[src/hw/rtl/pnid_pkg.sv]
package pnid_pkg;

	localparam int unsigned POS_W      = 10;
	localparam int unsigned PAL_DEPTH  = 15;
	localparam int unsigned PAL_AW     = 4;
	localparam int unsigned RGB_W      = 24;

	localparam logic [POS_W-1:0] POS_MAX   = 10'd1023;
	localparam logic [POS_W-1:0] HDR_LEN   = 10'd4;
	localparam logic [POS_W-1:0] BLOB_LEN  = 10'd565;
	localparam logic [POS_W-1:0] PAL_START = 10'd5;
	localparam logic [POS_W-1:0] PAL_FIRST = 10'd8;
	localparam logic [POS_W-1:0] PIX_START = 10'd53;
	localparam logic [POS_W-1:0] PIX_BYTES = 10'd512;
	localparam logic [7:0]       ALPHA     = 8'hff;
	localparam logic [7:0]       FMT_MASK  = 8'h80;

	// Reciprocal of three scaled by 128, exact for palette offsets below 48.
	localparam logic [11:0] RECIP3 = 12'd43;

	localparam logic [7:0] MAGIC [4] = '{8'h45, 8'h4d, 8'h42, 8'h44};

	typedef enum logic [2:0] {
		ST_OK       = 3'd0,
		ST_EMPTY    = 3'd1,
		ST_BAD_LEN  = 3'd2,
		ST_BAD_FMT  = 3'd3,
		ST_REJECTED = 3'd4
	} status_t;

	typedef struct packed {
		logic              en;
		logic [PAL_AW-1:0] addr;
		logic [2:0]        lane;
		logic [7:0]        data;
	} pal_wr_t;

	typedef struct packed {
		logic              en;
		logic [PAL_AW-1:0] addr_hi;
		logic [PAL_AW-1:0] addr_lo;
	} pal_rd_t;

	// Everything one accepted byte hands to the result sequencer.
	typedef struct packed {
		logic             load;
		logic             has_pix;
		logic             zero_hi;
		logic             zero_lo;
		logic [POS_W-1:0] base;
		logic             has_status;
		status_t          code;
	} item_t;

endpackage

[src/hw/rtl/pnid_palette_ram.sv]
module pnid_palette_ram (
	input  logic                         clk,
	input  pnid_pkg::pal_wr_t            wr,
	input  pnid_pkg::pal_rd_t            rd,
	output logic [pnid_pkg::RGB_W-1:0]   rd_data_hi,
	output logic [pnid_pkg::RGB_W-1:0]   rd_data_lo
);

	logic [pnid_pkg::RGB_W-1:0] mem [pnid_pkg::PAL_DEPTH];

	always_ff @(posedge clk) begin
		if (wr.en) begin
			if (wr.lane[0]) mem[wr.addr][23:16] <= wr.data;
			if (wr.lane[1]) mem[wr.addr][15:8] <= wr.data;
			if (wr.lane[2]) mem[wr.addr][7:0] <= wr.data;
		end
	end

	always_ff @(posedge clk) begin
		if (rd.en) begin
			rd_data_hi <= mem[rd.addr_hi];
			rd_data_lo <= mem[rd.addr_lo];
		end
	end

endmodule

[src/hw/rtl/pnid_parser.sv]
module pnid_parser (
	input  logic                 clk,
	input  logic                 arst_n,
	input  logic                 cfg_wr_en,
	input  logic                 cfg_wr_data,
	input  logic                 fire,
	input  logic [7:0]           data_byte,
	input  logic                 end_of_stream,
	output pnid_pkg::pal_wr_t    pal_wr,
	output pnid_pkg::pal_rd_t    pal_rd,
	output pnid_pkg::item_t      item
);

	localparam int unsigned PW = pnid_pkg::POS_W;

	logic          hdr_en_q;
	logic [PW-1:0] pos_q;
	logic          all_zero_q;
	logic          fmt_err_q;
	logic          reply_nz_q;

	logic [PW-1:0] hlen;
	logic          in_hdr;
	logic [PW-1:0] q;
	logic          nz;
	logic          reply_nz_d;
	logic          all_zero_d;
	logic          fmt_err_d;
	logic [PW-1:0] pos_inc;
	logic          in_pal;
	logic          in_pix;
	logic [5:0]    pidx;
	logic [11:0]   prod;
	logic [3:0]    entry;
	logic [1:0]    lane;
	logic [PW-1:0] pq;
	logic [3:0]    nib_hi;
	logic [3:0]    nib_lo;
	logic          pix_ok;
	pnid_pkg::status_t code;

	always_comb begin
		hlen   = hdr_en_q ? pnid_pkg::HDR_LEN : '0;
		in_hdr = pos_q < hlen;
		q      = pos_q - hlen;
		nz     = data_byte != 8'd0;

		reply_nz_d = reply_nz_q | (in_hdr & nz);
		all_zero_d = all_zero_q & ~(~in_hdr & nz);
		fmt_err_d  = fmt_err_q;
		if (!in_hdr) begin
			if (q < pnid_pkg::HDR_LEN) begin
				if (data_byte != pnid_pkg::MAGIC[q[1:0]]) fmt_err_d = 1'b1;
			end else if (q == pnid_pkg::HDR_LEN) begin
				if ((data_byte & pnid_pkg::FMT_MASK) == 8'd0) fmt_err_d = 1'b1;
			end
		end

		pos_inc = (pos_q == pnid_pkg::POS_MAX) ? pos_q : pos_q + 10'd1;

		in_pal = !in_hdr && q >= pnid_pkg::PAL_FIRST && q < pnid_pkg::PIX_START;
		in_pix = !in_hdr && q >= pnid_pkg::PIX_START
			&& q < pnid_pkg::PIX_START + pnid_pkg::PIX_BYTES;

		// Entry and color lane of a palette byte, divided by three through the reciprocal.
		pidx  = 6'(q - pnid_pkg::PAL_START);
		prod  = 12'(pidx) * pnid_pkg::RECIP3;
		entry = prod[10:7];
		lane  = 2'(pidx - 6'(entry) * 6'd3);

		pal_wr.en   = fire & in_pal;
		pal_wr.addr = entry - 4'd1;
		pal_wr.lane = 3'b001 << lane;
		pal_wr.data = data_byte;

		nib_hi = data_byte[7:4];
		nib_lo = data_byte[3:0];
		pix_ok = in_pix & ~fmt_err_q & ~reply_nz_q;

		pal_rd.en      = fire & pix_ok;
		pal_rd.addr_hi = (nib_hi == 4'd0) ? 4'd0 : nib_hi - 4'd1;
		pal_rd.addr_lo = (nib_lo == 4'd0) ? 4'd0 : nib_lo - 4'd1;

		pq = q - pnid_pkg::PIX_START;

		if (hdr_en_q && pos_inc < pnid_pkg::HDR_LEN) code = pnid_pkg::ST_BAD_LEN;
		else if (reply_nz_d) code = pnid_pkg::ST_REJECTED;
		else if (pos_inc != pnid_pkg::BLOB_LEN + hlen) code = pnid_pkg::ST_BAD_LEN;
		else if (all_zero_d) code = pnid_pkg::ST_EMPTY;
		else if (fmt_err_d) code = pnid_pkg::ST_BAD_FMT;
		else code = pnid_pkg::ST_OK;

		item.has_pix    = pix_ok;
		item.zero_hi    = nib_hi == 4'd0;
		item.zero_lo    = nib_lo == 4'd0;
		item.base       = {pq[PW-2:0], 1'b0};
		item.has_status = end_of_stream;
		item.code       = code;
		item.load       = fire & (pix_ok | end_of_stream);
	end

	always_ff @(posedge clk or negedge arst_n) begin
		if (!arst_n) begin
			hdr_en_q   <= 1'b0;
			pos_q      <= '0;
			all_zero_q <= 1'b1;
			fmt_err_q  <= 1'b0;
			reply_nz_q <= 1'b0;
		end else begin
			if (cfg_wr_en) hdr_en_q <= cfg_wr_data;
			if (fire) begin
				if (end_of_stream) begin
					pos_q      <= '0;
					all_zero_q <= 1'b1;
					fmt_err_q  <= 1'b0;
					reply_nz_q <= 1'b0;
				end else begin
					pos_q      <= pos_inc;
					all_zero_q <= all_zero_d;
					fmt_err_q  <= fmt_err_d;
					reply_nz_q <= reply_nz_d;
				end
			end
		end
	end

	a_pos_step: assert property (@(posedge clk) disable iff (!arst_n)
		fire && !end_of_stream && pos_q != pnid_pkg::POS_MAX |=> pos_q == $past(pos_q) + 10'd1)
		else $error("byte position did not advance");

	a_stream_clear: assert property (@(posedge clk) disable iff (!arst_n)
		fire && end_of_stream |=> pos_q == '0 && all_zero_q && !fmt_err_q && !reply_nz_q)
		else $error("stream state not cleared at end of stream");

	// Palette bytes precede pixel bytes, so a write and a read never share a request.
	a_no_rw_overlap: assert property (@(posedge clk) disable iff (!arst_n)
		!(pal_wr.en && pal_rd.en))
		else $error("palette write and read in the same request");

endmodule

[src/hw/rtl/pnid_result_seq.sv]
module pnid_result_seq (
	input  logic                         clk,
	input  logic                         arst_n,
	input  pnid_pkg::item_t              item,
	input  logic [pnid_pkg::RGB_W-1:0]   rd_data_hi,
	input  logic [pnid_pkg::RGB_W-1:0]   rd_data_lo,
	output logic                         free,
	output logic                         out_valid,
	input  logic                         out_ready,
	output logic                         is_status,
	output logic [31:0]                  pixel_bgra,
	output logic [9:0]                   pixel_index,
	output logic [2:0]                   status,
	output logic                         last_of_run
);

	logic                   valid_s1;
	logic                   has_pix_s1;
	logic                   zero_hi_s1;
	logic                   zero_lo_s1;
	logic [9:0]             base_s1;
	logic                   has_status_s1;
	pnid_pkg::status_t      code_s1;
	logic [1:0]             sub_q;

	logic                   pix_slot;
	logic                   take;

	always_comb begin
		pix_slot    = has_pix_s1 && sub_q != 2'd2;
		last_of_run = has_status_s1 ? !pix_slot : sub_q == 2'd1;
		out_valid   = valid_s1;
		take        = valid_s1 & out_ready;
		free        = !valid_s1 || (out_ready && last_of_run);

		is_status   = !pix_slot;
		pixel_bgra  = 32'd0;
		pixel_index = 10'd0;
		status      = 3'(pnid_pkg::ST_OK);
		if (pix_slot) begin
			pixel_index = base_s1 | 10'(sub_q[0]);
			if (sub_q[0] == 1'b0) begin
				pixel_bgra = zero_hi_s1 ? 32'd0 : {pnid_pkg::ALPHA, rd_data_hi};
			end else begin
				pixel_bgra = zero_lo_s1 ? 32'd0 : {pnid_pkg::ALPHA, rd_data_lo};
			end
		end else begin
			status = 3'(code_s1);
		end
	end

	always_ff @(posedge clk or negedge arst_n) begin
		if (!arst_n) begin
			valid_s1 <= 1'b0;
			sub_q    <= 2'd0;
		end else begin
			if (item.load) begin
				valid_s1 <= 1'b1;
				sub_q    <= item.has_pix ? 2'd0 : 2'd2;
			end else if (take) begin
				if (last_of_run) valid_s1 <= 1'b0;
				else sub_q <= sub_q + 2'd1;
			end
		end
	end

	always_ff @(posedge clk) begin
		if (item.load) begin
			has_pix_s1    <= item.has_pix;
			zero_hi_s1    <= item.zero_hi;
			zero_lo_s1    <= item.zero_lo;
			base_s1       <= item.base;
			has_status_s1 <= item.has_status;
			code_s1       <= item.code;
		end
	end

	a_load_when_free: assert property (@(posedge clk) disable iff (!arst_n)
		item.load |-> free)
		else $error("new request loaded over an undelivered result");

	a_mid_run_holds: assert property (@(posedge clk) disable iff (!arst_n)
		take && !last_of_run |=> out_valid && sub_q == $past(sub_q) + 2'd1)
		else $error("result run broken before its last result");

	a_sub_range: assert property (@(posedge clk) disable iff (!arst_n)
		valid_s1 && sub_q == 2'd2 |-> has_status_s1)
		else $error("status slot without a status");

endmodule

[src/hw/rtl/palette_nibble_image_decoder_core.sv]
// Channel   | Handshake             | Payload
// ----------+-----------------------+--------------------------------------------------
// input     | in_valid / in_ready   | data_byte, end_of_stream
// output    | out_valid / out_ready | is_status, pixel_bgra, pixel_index, status,
//           |                       | last_of_run
// config    | cfg_wr_en             | cfg_wr_data (reply header present)
//
// One byte request is taken per cycle unless the output stalls; a pixel byte yields
// two results and the final byte adds a status; the next byte waits for the last result.
// Palette bytes are written into the palette RAM when taken; a pixel byte reads both
// nibble entries from its two read ports in the same cycle, and the RAM registers them.
// Reset clears the stream counters and flags at once; the palette needs no clearing.
// A stalled output holds the current result and blocks the next byte request.
module palette_nibble_image_decoder_core (
	input  logic        clk,
	input  logic        arst_n,
	input  logic        cfg_wr_en,
	input  logic        cfg_wr_data,
	input  logic        in_valid,
	output logic        in_ready,
	input  logic [7:0]  data_byte,
	input  logic        end_of_stream,
	output logic        out_valid,
	input  logic        out_ready,
	output logic        is_status,
	output logic [31:0] pixel_bgra,
	output logic [9:0]  pixel_index,
	output logic [2:0]  status,
	output logic        last_of_run
);

	pnid_pkg::pal_wr_t           pal_wr;
	pnid_pkg::pal_rd_t           pal_rd;
	pnid_pkg::item_t             item;
	logic [pnid_pkg::RGB_W-1:0]  rd_data_hi;
	logic [pnid_pkg::RGB_W-1:0]  rd_data_lo;
	logic                        free;
	logic                        fire;

	assign in_ready = free;
	assign fire     = in_valid & free;

	pnid_parser u_parser (
		.clk           (clk),
		.arst_n        (arst_n),
		.cfg_wr_en     (cfg_wr_en),
		.cfg_wr_data   (cfg_wr_data),
		.fire          (fire),
		.data_byte     (data_byte),
		.end_of_stream (end_of_stream),
		.pal_wr        (pal_wr),
		.pal_rd        (pal_rd),
		.item          (item)
	);

	pnid_palette_ram u_ram (
		.clk        (clk),
		.wr         (pal_wr),
		.rd         (pal_rd),
		.rd_data_hi (rd_data_hi),
		.rd_data_lo (rd_data_lo)
	);

	pnid_result_seq u_seq (
		.clk         (clk),
		.arst_n      (arst_n),
		.item        (item),
		.rd_data_hi  (rd_data_hi),
		.rd_data_lo  (rd_data_lo),
		.free        (free),
		.out_valid   (out_valid),
		.out_ready   (out_ready),
		.is_status   (is_status),
		.pixel_bgra  (pixel_bgra),
		.pixel_index (pixel_index),
		.status      (status),
		.last_of_run (last_of_run)
	);

	a_status_last: assert property (@(posedge clk) disable iff (!arst_n)
		out_valid && is_status |-> last_of_run && pixel_bgra == 32'd0)
		else $error("status result not last or carries a pixel");

endmodule

[config.mk]
export PLATFORM = sky130hd
export DESIGN_NAME = palette_nibble_image_decoder_core
export DESIGN_NICKNAME = d
export VERILOG_FILES = /design/src/hw/rtl/pnid_pkg.sv /design/src/hw/rtl/pnid_palette_ram.sv /design/src/hw/rtl/pnid_parser.sv /design/src/hw/rtl/pnid_result_seq.sv /design/src/hw/rtl/palette_nibble_image_decoder_core.sv
export SDC_FILE = /design/constraint.sdc
export NUM_CORES = 1
export LEC_CHECK = 0
export BUFFER_PORTS_ARGS = -buffer_cell sky130_fd_sc_hd__buf_2
export CAP_MARGIN = 15
export CORE_MARGIN = 1
export CORE_UTILIZATION = 50
export DETAILED_ROUTE_END_ITERATION = 8
export PLACE_DENSITY = 0.66
export SYNTH_ARGS = -nofsm -noshare
export SYNTH_HDL_FRONTEND = slang
export SYNTH_HIERARCHICAL = 1
export SYNTH_SLANG_ARGS = --single-unit
[constraint.sdc]
create_clock -name clk -period 8.45 [get_ports clk]
set_input_delay 0.4225 -clock clk [delete_from_list [all_inputs] [get_ports clk]]
set_output_delay 0.4225 -clock clk [all_outputs]
set_load 0.005 [all_outputs]
==> results.cfg <==
[yosys]
synth_area_leaders = edfxtp_1 (58%), mux4_2 (14%), mux2i_1 (2.8%)
yosysSeqAreaShare = 0.6017
syn_inst = 1422
syn_nets = 1474
syn_avg_cell_area_um2 = 15.41
ys_seq_elements = 442
netlist_area_um2 = 21920
yosysTopAreaCell = edfxtp_1
synthArstFlopShare = 0.03846
ys_types = 78
synth_flop_cell = edfxtp_1
ys_warn_count = 6
synth-edff-count = 425
netlist.area_leader.share = 0.5822

[timing]
setup_viol = 0
tns_ns = 0
max_freq_ghz = 0.1437
max_slew_margin = 0.3013
hold_violations = 0
rsz0062_at_grt = false
timing.hold.ws_ns = 0.1078
finalMaxSlewViolations = 0
worst_pin_slew_ns = 1.046
final.setup_skew_ns = 0.01792
min_period_ns = 6.960
period_share = 0.8237

[clock_network]
cts_tree = done
htree_levels = 2
clk_latency_ns = 0.58
cts_root_buffer = clkbuf_16
cts.sinks = 442
clock_path_buffers = 3
cts_buffers = 45
clk_pin_slew_ns = 0.06

[worst_setup_path]
cp_max_fo = 8
cp.required_ns = 8.65
path_common_cell = ha_1
start_kind = flip-flop
slowest_stage = nor2_1
max_stage_delay_ns = 0.74
arrival_ns = 7.16
critical-path-top-delay-family = adder cells
end_kind = flip-flop
path_buf_inv = 3
r2r_slack_ns = 1.49
cp_cell_sequence = inv_1 > ha_1 > xnor2_2 > o21ai_0 > maj3_1 > xnor2_1 > ha_1 > ha_1 > inv_1 > fa_1 > inv_1 > ha_1 > nor3_1 > a211oi_2 > mux2i_1 > nor4_1 > a211oi_1 > xnor2_1 > nor2_1 > nand3_1 > nor2_1
crit_type = reg2reg

[route]
wl_met2_um = 26630
wl_met1_um = 22330
routedWlPerCell_um = 26.76
drc = 0
initialDrtViolationCount = 1322
drt_pass1_iterations = 6
routed_via_density = 6.363
highest_layer = met4
antenna_left = 0
drt-total-wl_um = 55170
vias = 13120
wl_met3_um = 4351

[run_status]
status = complete, no violations

[floorplanning]
coreArea_um2 = 43170
io_pins = 64
die_h_um = 211.4
rows = 76
start_util = 0.5077
dieWidth_um = 211.4
dieArea_um2 = 44680

[global_routing]
grt_pass1_vias = 13110
antenna_found_initial = 0
grt_overflow = 0
grt_pass1_wl_um = 82190
grt_max_degree = 108
grt.total_usage = 0.2533

[power]
power.density_nw_per_um2 = 406.7
power_leakage_nw = 7.861
peakVddDrop_uv = 740.6

[final_layout]
final_common_cell = edfxtp_1
finalNetCount = 1497
drive_above_1_share = 0.2519
fin_cells = 2062
diodes = 0
final_cell_mix = edfxtp_1 (425), mux4_2 (133), nor2_1 (121), nand2_1 (75)
nFillCells = 3457
syn_to_final_growth_pct = 8.973

[placement]
io_buffers = 63
dp_hpwl_um = 34360
routabilityCongestion = 0.8529
placedCellCount = 1982

[flow_run]
drv_cap = 0

[hold_path]
min_path_type = in2reg
-- through the flow --
step                utilization  cell area [um2]  total power, W  setup slack [ns]
global placement         0.5208            22480        0.007561             1.792
CTS                      0.5533            23890        0.009612             1.600
global route             0.5533            23890         0.01023            0.9925
detailed placement       0.5208            22480        0.007678             1.646
floorplan                     -            21920        0.006281             2.566
finish                   0.5533            23890        0.009714             1.490
-- final cells by class --
cell class / count / area [um2] / area share
Clock buffer: 51 / 1170 / 0.04898
Inverter: 24 / 90.09 / 0.003771
Timing Repair Buffer: 86 / 515.5 / 0.02158
Clock inverter: 28 / 222.7 / 0.009324
Sequential cell: 442 / 13190 / 0.5521
Tap cell: 585 / 732.0 / 0.03064
Multi-Input combinational cell: 846 / 7968 / 0.3336
-- synth_stat cells (8+ instances only) --
cell	count
a22oi_1	51
buf_4	31
edfxtp_1	425
mux4_2	133
mux2_2	25
a22oi_2	19
buf_6	16
nor2_1	124
inv_1	22
clkbuf_1	43
xnor2_1	16
o211ai_1	39
nor2b_1	11
o21ai_0	16
nand3_1	13
nor2_2	20
and2_1	20
a21oi_1	63
dfrtp_1	16
mux2i_1	61
o21ai_1	8
nand2_1	76
ha_1	33
o22ai_1	17
buf_2	14
-- kinds of logic (layout without fill, tap and decap cells) --
group / count (synthesis) / after routing / synth area share
AO/OA/AOI/OAI: 250 / 250 / 0.08106
adder cells (fa/ha/maj): 38 / 38 / 0.02295
buffers and inverters: 134 / 189 / 0.03687
other: 1 / 1 / 0.0001711
AND/OR/NAND/NOR: 312 / 312 / 0.06827
flip-flops: 442 / 442 / 0.6017
XOR/XNOR: 25 / 25 / 0.01096
multiplexers: 220 / 220 / 0.1780
-- state kept, by name, indices dropped and copies added (netlist names), 2 cells and up --
register	cells
u_ram/rd_data_lo	24
u_seq/code_s1	3
u_ram/mem	360
u_seq/sub_q	2
u_ram/rd_data_hi	24
u_parser/pos_q	10
u_seq/base_s1	10
-- layer usage --
layer / vias to the layer above / track usage
li1: 5680 / -
met1: 6749 / 0.3428
met2: 576 / 0.4071
met3: 115 / 0.04539
met4: 0 / 0.1032
met5: - / 0
-- report_power, final --
part           leakage (nW)  total (W)  internal, W  switching [W]
registers              4.05    0.00284      0.00272       0.000120
logic                  3.13    0.00497      0.00160        0.00337
clock network         0.677    0.00190      0.00108       0.000821
-- worst paths after layout --
check,startpoint,end,cells after the start
max,u_parser/pos_q[2],u_ram/mem[3][11],21
min,cfg_wr_data,u_parser/hdr_en_q,2
max reg2reg,u_parser/pos_q[2],u_ram/mem[3][11],21
min reg2reg,u_parser/all_zero_q,u_parser/all_zero_q,2
max in group asynchronous,arst_n,u_parser/all_zero_q,2
min in group asynchronous,arst_n,u_parser/pos_q[9],2
-- timing repair --
item	in CTS	in global routing
setup buffers	0	0
endpoints found under the hold margin	16	0
resized for setup	0	0
setup endpoints to repair	0	0
hold buffers	1	0
(Power assumes the default switching activity.)
